--- src/rtl/core/nns_pkg.sv ---
// Shared constants and types for the nearest-neighbor image scaler.
`default_nettype none

package nns_pkg;

  localparam int FRAC_BITS  = 10;
  localparam int MAX_SCALE  = 8;
  localparam int COORD_BITS = 16;

  localparam int STEP_W    = 14;
  localparam int PIX_W     = 8;
  localparam int OUT_W     = 19;
  localparam int CFG_IDX_W = 3;
  localparam int OPND_W    = COORD_BITS + 1;
  localparam int PROD_W    = STEP_W + OPND_W;
  localparam int EDGE_W    = PROD_W - FRAC_BITS;
  localparam int ACC_W     = EDGE_W + 1 + FRAC_BITS;
  localparam int CNT_W     = $clog2(MAX_SCALE + 1);

  localparam logic [STEP_W-1:0] MAX_STEP  = STEP_W'(MAX_SCALE << FRAC_BITS);
  localparam logic [STEP_W-1:0] UNIT_STEP = STEP_W'(1 << FRAC_BITS);

  localparam logic [FRAC_BITS-1:0] HALF_FRAC = FRAC_BITS'(1 << (FRAC_BITS - 1));
  localparam logic signed [ACC_W-1:0] HALF_UNIT = ACC_W'(1 << (FRAC_BITS - 1));
  // Rounded difference (value plus half) thresholds.
  localparam logic signed [ACC_W-1:0] ROW_ONE   =
    ACC_W'((1 << FRAC_BITS) + (1 << (FRAC_BITS - 1)));
  localparam logic signed [ACC_W-1:0] CLAMP_LIM = ACC_W'((MAX_SCALE + 1) << FRAC_BITS);

  typedef enum logic [CFG_IDX_W-1:0] {
    CFG_X_STEP     = 3'd0,
    CFG_Y_STEP     = 3'd1,
    CFG_SRC_LEFT   = 3'd2,
    CFG_SRC_TOP    = 3'd3,
    CFG_SRC_WIDTH  = 3'd4,
    CFG_SRC_HEIGHT = 3'd5
  } nns_cfg_idx_t;

  typedef enum logic [3:0] {
    ST_IDLE,
    ST_MUL_L,
    ST_MUL_T,
    ST_MUL_R,
    ST_MUL_B,
    ST_FIX,
    ST_ROW_ACC,
    ST_ROW_REP,
    ST_PIX_ACC,
    ST_PIX_XD,
    ST_EMIT,
    ST_END
  } nns_state_t;

endpackage

`default_nettype wire

--- src/rtl/core/nns_in_if.sv ---
// Input channel: source pixel words with valid/ready handshake.
`default_nettype none

interface nns_in_if;
  logic                      valid;
  logic                      ready;
  logic [nns_pkg::PIX_W-1:0] pixel_in;

  modport source (output valid, output pixel_in, input ready);
  modport sink (input valid, input pixel_in, output ready);
endinterface

`default_nettype wire

--- src/rtl/core/nns_out_if.sv ---
// Output channel: scaled pixel write words with valid/ready handshake.
`default_nettype none

interface nns_out_if;
  logic                      valid;
  logic                      ready;
  logic [nns_pkg::OUT_W-1:0] out_col;
  logic [nns_pkg::OUT_W-1:0] out_row;
  logic [nns_pkg::PIX_W-1:0] pixel_out;
  logic                      last;

  modport source (output valid, output out_col, output out_row, output pixel_out,
                  output last, input ready);
  modport sink (input valid, input out_col, input out_row, input pixel_out,
                input last, output ready);
endinterface

`default_nettype wire

--- src/rtl/core/nearest_neighbor_image_scaler.sv ---
// A new source pixel is taken only in the idle state, once the last one is done. The first
// pixel of a frame has the shared multiplier and adder round the four scaled edges one after
// another; a pixel that starts a row steps the row position and repeat count. A pixel in a
// skipped row ends with no write; else any writes go out, each held while the output stalls.
// Synchronous reset restores the register defaults and restarts the frame; any register
// write restarts the frame as well.
`default_nettype none

module nearest_neighbor_image_scaler (
  input  wire logic                            clk,
  input  wire logic                            rst,
  input  wire logic                            cfg_we,
  input  wire logic [nns_pkg::CFG_IDX_W-1:0]   cfg_index,
  input  wire logic [nns_pkg::COORD_BITS-1:0]  cfg_data,
  nns_in_if.sink                               pix_in,
  nns_out_if.source                            pix_out
);

  // Configuration registers.
  logic [nns_pkg::STEP_W-1:0]     x_step;
  logic [nns_pkg::STEP_W-1:0]     y_step;
  logic [nns_pkg::COORD_BITS-1:0] src_left;
  logic [nns_pkg::COORD_BITS-1:0] src_top;
  logic [nns_pkg::COORD_BITS-1:0] src_width;
  logic [nns_pkg::COORD_BITS-1:0] src_height;
  logic                           cfg_hit;

  nns_pkg::nns_state_t state, state_next;

  logic [nns_pkg::COORD_BITS-1:0] col_count;
  logic [nns_pkg::COORD_BITS-1:0] row_count;
  logic signed [nns_pkg::ACC_W-1:0] acc_x;
  logic signed [nns_pkg::ACC_W-1:0] acc_y;
  logic signed [nns_pkg::ACC_W-1:0] base_x;
  logic [nns_pkg::EDGE_W-1:0]     dest_x;
  logic [nns_pkg::EDGE_W-1:0]     dest_y;
  logic [nns_pkg::EDGE_W-1:0]     edge_left;
  logic [nns_pkg::EDGE_W-1:0]     edge_top;
  logic [nns_pkg::EDGE_W-1:0]     edge_right;
  logic [nns_pkg::EDGE_W-1:0]     edge_bottom;
  logic [nns_pkg::EDGE_W-1:0]     col_rel;
  logic [nns_pkg::EDGE_W-1:0]     row_rel;
  logic [nns_pkg::CNT_W-1:0]      row_repeat;
  logic [nns_pkg::CNT_W-1:0]      xd;
  logic [nns_pkg::CNT_W-1:0]      cnt_c;
  logic [nns_pkg::CNT_W-1:0]      cnt_r;
  logic [nns_pkg::PIX_W-1:0]      pix;
  logic [nns_pkg::PROD_W-1:0]     prod;

  logic                           out_valid;
  logic [nns_pkg::OUT_W-1:0]      out_col;
  logic [nns_pkg::OUT_W-1:0]      out_row;
  logic [nns_pkg::PIX_W-1:0]      pixel_out;
  logic                           last;

  // Effective steps and sizes.
  logic [nns_pkg::STEP_W-1:0]     xs;
  logic [nns_pkg::STEP_W-1:0]     ys;
  logic [nns_pkg::COORD_BITS-1:0] w;
  logic [nns_pkg::COORD_BITS-1:0] h;
  logic                           last_col;
  logic                           last_row;
  logic                           frame_start;

  // Shared multiplier and adder.
  logic [nns_pkg::STEP_W-1:0]       mul_a;
  logic [nns_pkg::OPND_W-1:0]       mul_b;
  logic [nns_pkg::PROD_W-1:0]       mul_p;
  logic signed [nns_pkg::ACC_W-1:0] alu_a;
  logic signed [nns_pkg::ACC_W-1:0] alu_b;
  logic signed [nns_pkg::ACC_W-1:0] alu_sum;
  logic [nns_pkg::EDGE_W-1:0]       unscaled;
  logic [nns_pkg::CNT_W-1:0]        clamp_cnt;
  logic [nns_pkg::CNT_W-1:0]        rep_cnt;
  logic [nns_pkg::EDGE_W-1:0]       edge_fix_r;
  logic [nns_pkg::EDGE_W-1:0]       edge_fix_b;

  logic                           in_accept;
  logic                           out_free;
  logic                           emit_last;
  logic                           emit_row_wrap;

  always_comb begin
    xs = (x_step == '0) ? nns_pkg::STEP_W'(1)
       : ((x_step > nns_pkg::MAX_STEP) ? nns_pkg::MAX_STEP : x_step);
    ys = (y_step == '0) ? nns_pkg::STEP_W'(1)
       : ((y_step > nns_pkg::MAX_STEP) ? nns_pkg::MAX_STEP : y_step);
    w  = (src_width == '0) ? nns_pkg::COORD_BITS'(1) : src_width;
    h  = (src_height == '0) ? nns_pkg::COORD_BITS'(1) : src_height;
    last_col = ({1'b0, col_count} + 1'b1) >= {1'b0, w};
    last_row = ({1'b0, row_count} + 1'b1) >= {1'b0, h};
    frame_start = (col_count == '0) && (row_count == '0);
  end

  assign in_accept     = pix_in.valid && pix_in.ready;
  assign out_free      = !out_valid || pix_out.ready;
  assign emit_row_wrap = (nns_pkg::CNT_W'(cnt_r + 1'b1) == row_repeat);
  assign emit_last     = emit_row_wrap && (nns_pkg::CNT_W'(cnt_c + 1'b1) == xd);

  assign mul_p   = nns_pkg::PROD_W'(mul_a) * nns_pkg::PROD_W'(mul_b);
  assign alu_sum = alu_a + alu_b;

  // Rounded results of the adder: the half unit is already folded into its operands.
  always_comb begin
    unscaled = alu_sum[nns_pkg::FRAC_BITS +: nns_pkg::EDGE_W];
    if (alu_sum[nns_pkg::ACC_W-1]) begin
      clamp_cnt = '0;
    end else if (alu_sum >= nns_pkg::CLAMP_LIM) begin
      clamp_cnt = nns_pkg::CNT_W'(nns_pkg::MAX_SCALE);
    end else begin
      clamp_cnt = alu_sum[nns_pkg::FRAC_BITS +: nns_pkg::CNT_W];
    end
    // A row that has not reached the next output row is skipped.
    rep_cnt    = (alu_sum < nns_pkg::ROW_ONE) ? '0 : clamp_cnt;
    edge_fix_r = (unscaled <= edge_left) ? nns_pkg::EDGE_W'(edge_left + 1'b1) : unscaled;
    edge_fix_b = (unscaled <= edge_top) ? nns_pkg::EDGE_W'(edge_top + 1'b1) : unscaled;
  end

  // Next state.
  always_comb begin
    state_next = state;
    unique case (state)
      nns_pkg::ST_IDLE: begin
        if (in_accept) begin
          if (frame_start) begin
            state_next = nns_pkg::ST_MUL_L;
          end else if (col_count == '0) begin
            state_next = nns_pkg::ST_ROW_ACC;
          end else if (row_repeat != '0) begin
            state_next = nns_pkg::ST_PIX_ACC;
          end else begin
            state_next = nns_pkg::ST_END;
          end
        end
      end
      nns_pkg::ST_MUL_L:   state_next = nns_pkg::ST_MUL_T;
      nns_pkg::ST_MUL_T:   state_next = nns_pkg::ST_MUL_R;
      nns_pkg::ST_MUL_R:   state_next = nns_pkg::ST_MUL_B;
      nns_pkg::ST_MUL_B:   state_next = nns_pkg::ST_FIX;
      nns_pkg::ST_FIX:     state_next = nns_pkg::ST_ROW_ACC;
      nns_pkg::ST_ROW_ACC: state_next = nns_pkg::ST_ROW_REP;
      nns_pkg::ST_ROW_REP: begin
        state_next = (rep_cnt != '0) ? nns_pkg::ST_PIX_ACC : nns_pkg::ST_END;
      end
      nns_pkg::ST_PIX_ACC: state_next = nns_pkg::ST_PIX_XD;
      nns_pkg::ST_PIX_XD: begin
        state_next = (clamp_cnt != '0) ? nns_pkg::ST_EMIT : nns_pkg::ST_END;
      end
      nns_pkg::ST_EMIT: begin
        if (out_free && emit_last) begin
          state_next = nns_pkg::ST_END;
        end
      end
      nns_pkg::ST_END:     state_next = nns_pkg::ST_IDLE;
      default:             state_next = nns_pkg::ST_IDLE;
    endcase
  end

  // Operand selection for the shared units and the input handshake.
  always_comb begin
    mul_a = '0;
    mul_b = '0;
    alu_a = '0;
    alu_b = '0;
    pix_in.ready = 1'b0;
    unique case (state)
      nns_pkg::ST_IDLE: begin
        pix_in.ready = 1'b1;
      end
      nns_pkg::ST_MUL_L: begin
        mul_a = xs;
        mul_b = {1'b0, src_left};
      end
      nns_pkg::ST_MUL_T: begin
        mul_a = ys;
        mul_b = {1'b0, src_top};
        alu_a = nns_pkg::ACC_W'(prod);
        alu_b = nns_pkg::HALF_UNIT;
      end
      nns_pkg::ST_MUL_R: begin
        mul_a = xs;
        mul_b = {1'b0, src_left} + {1'b0, w};
        alu_a = nns_pkg::ACC_W'(prod);
        alu_b = nns_pkg::HALF_UNIT;
      end
      nns_pkg::ST_MUL_B: begin
        mul_a = ys;
        mul_b = {1'b0, src_top} + {1'b0, h};
        alu_a = nns_pkg::ACC_W'(prod);
        alu_b = nns_pkg::HALF_UNIT;
      end
      nns_pkg::ST_FIX: begin
        alu_a = nns_pkg::ACC_W'(prod);
        alu_b = nns_pkg::HALF_UNIT;
      end
      nns_pkg::ST_ROW_ACC: begin
        alu_a = acc_y;
        alu_b = nns_pkg::ACC_W'(ys);
      end
      nns_pkg::ST_ROW_REP: begin
        // acc_y - dest_y * unit + half, with the half sitting in the fraction bits.
        alu_a = acc_y;
        alu_b = {(nns_pkg::EDGE_W + 1)'(0) - {1'b0, dest_y}, nns_pkg::HALF_FRAC};
      end
      nns_pkg::ST_PIX_ACC: begin
        alu_a = acc_x;
        alu_b = nns_pkg::ACC_W'(xs);
      end
      nns_pkg::ST_PIX_XD: begin
        alu_a = acc_x;
        alu_b = {(nns_pkg::EDGE_W + 1)'(0) - {1'b0, dest_x}, nns_pkg::HALF_FRAC};
      end
      nns_pkg::ST_EMIT: begin
      end
      nns_pkg::ST_END: begin
      end
      default: begin
      end
    endcase
  end

  always_ff @(posedge clk) begin
    if (rst) begin
      state <= nns_pkg::ST_IDLE;
    end else begin
      state <= state_next;
    end
  end

  // Register file; every write restarts the frame.
  always_ff @(posedge clk) begin
    if (rst) begin
      x_step     <= nns_pkg::UNIT_STEP;
      y_step     <= nns_pkg::UNIT_STEP;
      src_left   <= '0;
      src_top    <= '0;
      src_width  <= nns_pkg::COORD_BITS'(1);
      src_height <= nns_pkg::COORD_BITS'(1);
    end else if (cfg_we) begin
      unique case (cfg_index)
        nns_pkg::CFG_X_STEP:     x_step     <= cfg_data[nns_pkg::STEP_W-1:0];
        nns_pkg::CFG_Y_STEP:     y_step     <= cfg_data[nns_pkg::STEP_W-1:0];
        nns_pkg::CFG_SRC_LEFT:   src_left   <= cfg_data;
        nns_pkg::CFG_SRC_TOP:    src_top    <= cfg_data;
        nns_pkg::CFG_SRC_WIDTH:  src_width  <= cfg_data;
        nns_pkg::CFG_SRC_HEIGHT: src_height <= cfg_data;
        default: begin
        end
      endcase
    end
  end

  assign cfg_hit = cfg_we && (cfg_index <= nns_pkg::CFG_SRC_HEIGHT);

  // Source position.
  always_ff @(posedge clk) begin
    if (rst || cfg_hit) begin
      col_count <= '0;
      row_count <= '0;
    end else if (state == nns_pkg::ST_END) begin
      if (last_col) begin
        col_count <= '0;
        row_count <= last_row ? '0 : nns_pkg::COORD_BITS'(row_count + 1'b1);
      end else begin
        col_count <= nns_pkg::COORD_BITS'(col_count + 1'b1);
      end
    end
  end

  // Datapath registers.
  always_ff @(posedge clk) begin
    unique case (state)
      nns_pkg::ST_IDLE: begin
        if (in_accept) begin
          pix <= pix_in.pixel_in;
          xd  <= '0;
        end
      end
      nns_pkg::ST_MUL_L: begin
        prod <= mul_p;
      end
      nns_pkg::ST_MUL_T: begin
        prod      <= mul_p;
        edge_left <= unscaled;
        base_x    <= nns_pkg::ACC_W'(prod);
      end
      nns_pkg::ST_MUL_R: begin
        prod     <= mul_p;
        edge_top <= unscaled;
        acc_y    <= nns_pkg::ACC_W'(prod);
      end
      nns_pkg::ST_MUL_B: begin
        prod       <= mul_p;
        edge_right <= edge_fix_r;
      end
      nns_pkg::ST_FIX: begin
        edge_bottom <= edge_fix_b;
        dest_y      <= edge_top;
      end
      nns_pkg::ST_ROW_ACC: begin
        acc_y  <= last_row ? signed'({1'b0, edge_bottom, {nns_pkg::FRAC_BITS{1'b0}}})
                           : alu_sum;
        dest_x <= edge_left;
        acc_x  <= base_x;
      end
      nns_pkg::ST_ROW_REP: begin
        row_repeat <= rep_cnt;
        row_rel    <= dest_y - edge_top;
      end
      nns_pkg::ST_PIX_ACC: begin
        acc_x <= last_col ? signed'({1'b0, edge_right, {nns_pkg::FRAC_BITS{1'b0}}})
                          : alu_sum;
      end
      nns_pkg::ST_PIX_XD: begin
        xd      <= clamp_cnt;
        col_rel <= dest_x - edge_left;
        cnt_c   <= '0;
        cnt_r   <= '0;
      end
      nns_pkg::ST_EMIT: begin
        if (out_free) begin
          out_col   <= nns_pkg::OUT_W'(col_rel + nns_pkg::EDGE_W'(cnt_c));
          out_row   <= nns_pkg::OUT_W'(row_rel + nns_pkg::EDGE_W'(cnt_r));
          pixel_out <= pix;
          last      <= emit_last;
          // Rows of one column first, then the next column.
          if (emit_row_wrap) begin
            cnt_r <= '0;
            cnt_c <= nns_pkg::CNT_W'(cnt_c + 1'b1);
          end else begin
            cnt_r <= nns_pkg::CNT_W'(cnt_r + 1'b1);
          end
        end
      end
      nns_pkg::ST_END: begin
        dest_x <= dest_x + nns_pkg::EDGE_W'(xd);
        if (last_col) begin
          dest_y <= dest_y + nns_pkg::EDGE_W'(row_repeat);
        end
      end
      default: begin
      end
    endcase
  end

  // Output word register.
  always_ff @(posedge clk) begin
    if (rst) begin
      out_valid <= 1'b0;
    end else if ((state == nns_pkg::ST_EMIT) && out_free) begin
      out_valid <= 1'b1;
    end else if (pix_out.ready) begin
      out_valid <= 1'b0;
    end
  end

  assign pix_out.valid     = out_valid;
  assign pix_out.out_col   = out_col;
  assign pix_out.out_row   = out_row;
  assign pix_out.pixel_out = pixel_out;
  assign pix_out.last      = last;

endmodule

`default_nettype wire
--- src/flat_wrapper.sv ---
// flat-port wrapper written by rule: the top's interface ports become plain ports
module nearest_neighbor_image_scaler_flat 
  (clk, rst, cfg_we, cfg_index, cfg_data, pix_in_valid, pix_in_pixel_in, pix_in_ready, pix_out_valid, pix_out_out_col, pix_out_out_row, pix_out_pixel_out, pix_out_last, pix_out_ready);
  nns_in_if pix_in_i ();
  nns_out_if pix_out_i ();
  input  wire logic clk;
  input  wire logic rst;
  input  wire logic cfg_we;
  input  wire logic [nns_pkg::CFG_IDX_W-1:0] cfg_index;
  input  wire logic [nns_pkg::COORD_BITS-1:0] cfg_data;
  input wire logic [$bits(pix_in_i.valid)-1:0] pix_in_valid;
  input wire logic [$bits(pix_in_i.pixel_in)-1:0] pix_in_pixel_in;
  output wire logic [$bits(pix_in_i.ready)-1:0] pix_in_ready;
  output wire logic [$bits(pix_out_i.valid)-1:0] pix_out_valid;
  output wire logic [$bits(pix_out_i.out_col)-1:0] pix_out_out_col;
  output wire logic [$bits(pix_out_i.out_row)-1:0] pix_out_out_row;
  output wire logic [$bits(pix_out_i.pixel_out)-1:0] pix_out_pixel_out;
  output wire logic [$bits(pix_out_i.last)-1:0] pix_out_last;
  input wire logic [$bits(pix_out_i.ready)-1:0] pix_out_ready;
  assign pix_in_i.valid = pix_in_valid;
  assign pix_in_i.pixel_in = pix_in_pixel_in;
  assign pix_in_ready = pix_in_i.ready;
  assign pix_out_valid = pix_out_i.valid;
  assign pix_out_out_col = pix_out_i.out_col;
  assign pix_out_out_row = pix_out_i.out_row;
  assign pix_out_pixel_out = pix_out_i.pixel_out;
  assign pix_out_last = pix_out_i.last;
  assign pix_out_i.ready = pix_out_ready;
  nearest_neighbor_image_scaler u_core (.clk(clk), .rst(rst), .cfg_we(cfg_we), .cfg_index(cfg_index), .cfg_data(cfg_data), .pix_in(pix_in_i), .pix_out(pix_out_i));
endmodule
--- config.mk ---
export PLATFORM = sky130hd
export DESIGN_NAME = nearest_neighbor_image_scaler_flat
export DESIGN_NICKNAME = d
export VERILOG_FILES = /design/src/rtl/core/nns_pkg.sv /design/src/rtl/core/nns_in_if.sv /design/src/rtl/core/nns_out_if.sv /design/src/rtl/core/nearest_neighbor_image_scaler.sv /design/src/flat_wrapper.sv
export SDC_FILE = /design/constraint.sdc
export NUM_CORES = 2
export LEC_CHECK = 0
export BUFFER_PORTS_ARGS = -buffer_cell sky130_fd_sc_hd__clkbuf_2
export CORE_MARGIN = 2
export CORE_UTILIZATION = 62
export CTS_CLUSTER_SIZE = 20
export DETAILED_ROUTE_END_ITERATION = 10
export PLACE_DENSITY_LB_ADDON = 0.2
export SETUP_SLACK_MARGIN = 0.1
export SLEW_MARGIN = 20
export SYNTH_ARGS = -nofsm -noshare
export SYNTH_HDL_FRONTEND = slang
export SYNTH_SLANG_ARGS = --single-unit
export TNS_END_PERCENT = 100
--- constraint.sdc ---
create_clock -name clk -period 21.6 [get_ports clk]
set_clock_uncertainty 0.05 [all_clocks]
set_input_delay 3.24 -clock clk [delete_from_list [all_inputs] [get_ports clk]]
set_output_delay 3.24 -clock clk [all_outputs]
set_load 0.1 [all_outputs]
==> results.md <==
- Vias: 30,576
- Area share of fa/ha/maj cells after synthesis: 0.195
- Number of synthesized flops with an enable pin: 361
- Overall die height: 250 um
- Worst skew pair latency: 0.64 ns
- Die extent in x: 250 um
- Kind of critical path: reg2reg
- CP max stage delay: 0.57 ns
- Crit path buf inv count: 4
- CP top delay family: adder cells
- Clock tree from TritonCTS: done
- Setup_tns: 0 ns
- Max clock buf depth: 3
- DP Wirelength: 81,300 um
- DR pass1 iterations: 8
- Synth warn: 0
- Netlist cell types: 84
- Starting DRC count in detailed routing: 2,827
- Cell with the most instances after synthesis: nand2_1
- Reg clk slew, reported paths: 0.06 ns
- RD Place Congestion: 0.968
- WL final: 109,000 um
- Worst path arrival time: 10.96 ns
- CP Data Required Time: 21.91 ns
- Share of layout cells above drive strength 1: 0.0747
- #FFs+latches synth: 490
- Crit Path Max Fanout: 14
- Antenna viol nets, final: 0
- Root buf cell: clkbuf_16
- Worst slew pin tran: 1.10 ns
- RSZ-0062 raised after global routing: no
- IO Pins: 81
- # setup viols final: 0
- GRT Total Usage: 0.351
- Antenna violations before repair: 0
- Initial core utilization: 0.624
- Area fraction of the dominant cell type after synthesis: 0.290
- Largest family of logic cells by synthesized area: adder cells
- Cells after Synth: 4,057
- Min cycle time layout: 10.65 ns
- Worst R2R Start: u_core.src_width[4]$_SDFFE_PP0P_
- Max-slew headroom: 0.261
- Post-CTS sizing: 0
- Post-CTS setup buffer count: 0
- Simple-Gate Fraction of Synth Area: 0.176
- Asr flop ratio synth: 0
- Pwr dens: 61.5 nW/um2
- Synth area leaders: edfxtp_1 29%, fa_1 9.9%, ha_1 9.4%
- Peak Freq: 0.0939 GHz
- H-tree depth reported by CTS: 2
- Rows: 90
- CP max stage cell: a221o_1
- Compound-Gate Fraction of Synth Area: 0.136
- DRC Markers: 0
- Antenna Cells: 0
- Nets@finish: 4,566
- Final Max Slew Viols: 0
- Critical path's most frequent cell: fa_1
- HP Class: reg2reg
- Post-synthesis mux area share: 0.0158
- Startpoint class of the critical path: flop
- Core Region: 60,000 um2
- Main flop type after synthesis: edfxtp_1
- Area delta synth->final: 8.21%
- Post-Syn Area: 37,400 um2
- Setup crit end kind: flop
- Pleak: 17.0 nW
- Syn_nets: 4,556
- Wire per inst: 22.2 um
- Post-layout power: 0.00249 W
- Commonest cells in the synthesized netlist: 628 x nand2_1, 361 x edfxtp_1, 319 x inv_1, 287 x nor2_1, 281 x ha_1
- Largest net degree at the start of global routing: 98
- Die Area: 62,400 um2
- Max_cap viols: 0
- Origin of the worst min-delay path: u_core.pix[2]$_DFFE_PP_
- Average cell area after synthesis: 9.23 um2
- Fin crit share: 0.493
- Status: completed
- Grt ovf: 0
- VDD IR max: 0.0568 mV
- WHS: 0.367 ns
- PortBufs: 80
- Clk sinks: 490
- Number of global-route vias before repair: 30,409
- Fill cells: 4,813
- CTS buffer count: 53
- CP Launch Point: u_core.src_width[4]$_SDFFE_PP0P_
- Seq/Total Area, Yosys: 0.359
- Vias per cell: 6.25
- First-pass GRT wire length: 171,000 um
- Final hold vios: 0
- XOR/XNOR share of the synthesized area: 0.0686
- Hold buffers post-CTS: 0
- Area leader, netlist: edfxtp_1
[per-stage QoR]
| stage | setup slack, ns | util | area (um2) | instances |
|---|---|---|---|---|
| 2_1_floorplan | 12.06 | - | 37400 | 4057 |
| 3_3_place_gp | 11.03 | 0.643 | 38600 | 4794 |
| 3_5_place_dp | 11.05 | 0.643 | 38600 | 4794 |
| 4_1_cts | 11.02 | 0.675 | 40500 | 4894 |
| 5_1_grt | 10.18 | 0.675 | 40500 | 4894 |
| 6_report | 10.95 | 0.675 | 40500 | 4894 |
[cell type report]
class                           instances  area, um2  area share
Inverter                              320       1200      0.0297
Multi-Input combinational cell       3063      22200       0.548
Timing Repair Buffer                  139        843      0.0208
Tap cell                              782        978      0.0242
Clock buffer                           68       1460      0.0361
Clock inverter                         32        418      0.0103
Sequential cell                       490      13400       0.331
[layout by cell type (no fill, tap or decap), drive strengths merged, types with 10 or more instances in the layout]
| master | n |
|---|---|
| o211ai | 13 |
| or2 | 17 |
| nand3 | 139 |
| edfxtp | 361 |
| o21ai | 202 |
| and3 | 54 |
| nor3 | 81 |
| a211oi | 25 |
| nor4 | 26 |
| mux2 | 24 |
| buf | 60 |
| xor2 | 113 |
| nand2 | 628 |
| nor2b | 39 |
| a21o | 62 |
| or4 | 10 |
| o22ai | 21 |
| nor2 | 287 |
| and2 | 37 |
| o21bai | 11 |
| nand4 | 36 |
| o31ai | 38 |
| clkinv | 19 |
| a31oi | 13 |
| xnor2 | 180 |
| clkbuf | 147 |
| a22oi | 58 |
| a21oi | 226 |
| nand3b | 18 |
| ha | 281 |
| dfxtp | 129 |
| inv | 322 |
| or3 | 17 |
| fa | 186 |
| o21a | 25 |
| nand2b | 35 |
| a22o | 24 |
| mux2i | 32 |
[flip-flops by register name, indices dropped and copies added, names as in the netlist, 21 cells and up]
register,cells
u_core.dest_x,21
u_core.acc_x,32
u_core.prod,31
u_core.base_x,31
u_core.edge_top,21
u_core.edge_bottom,21
u_core.edge_right,21
u_core.dest_y,21
u_core.edge_left,21
u_core.acc_y,32
[worst reg2reg max path, delay by kind of cell, from the launching register on]
kind	cells	cell delay, ns
AO/OA/AOI/OAI	13	3.73
XOR/XNOR	2	0.23
adder cells (fa/ha/maj)	9	4.07
buffers and inverters	4	0.20
flip-flops	1	0.53
AND/OR/NAND/NOR	9	1.56
[metal layers]
metal | up-vias | part of all wire | routed length [um] | global-route usage
met5 | - | 0 | 0 | 0
met1 | 14728 | 0.39 | 42000 | 0.442
met3 | 346 | 0.078 | 8440 | 0.0505
met4 | 0 | 0.061 | 6610 | 0.195
met2 | 1370 | 0.48 | 51700 | 0.586
li1 | 14132 | - | - | -
[path summary, 6_finish.rpt]
kind	end	depth (start not counted)	slack, ns
worst max register to register	u_core.prod[29]$_DFFE_PN_	37	10.95
worst min register to register	u_core.pix_out.pixel_out[2]$_DFFE_PP_	0	0.37
worst max-delay path	u_core.prod[29]$_DFFE_PN_	37	10.95
worst min-delay path	u_core.pix_out.pixel_out[2]$_DFFE_PP_	0	0.37
[power by group]
part / switching [W] / internal (W)
Clock: 0.000408 / 0.000578
Combinational: 0.000262 / 0.000119
Sequential: 0.0000445 / 0.00108
Total: 0.000714 / 0.00178
[cells by family after synthesis]
logic type	Yosys count
flip-flops	490
multiplexers	56
adder cells (fa/ha/maj)	473
buffers and inverters	504
XOR/XNOR	293
AND/OR/NAND/NOR	1442
AO/OA/AOI/OAI	799
(Power assumes the default switching activity.)
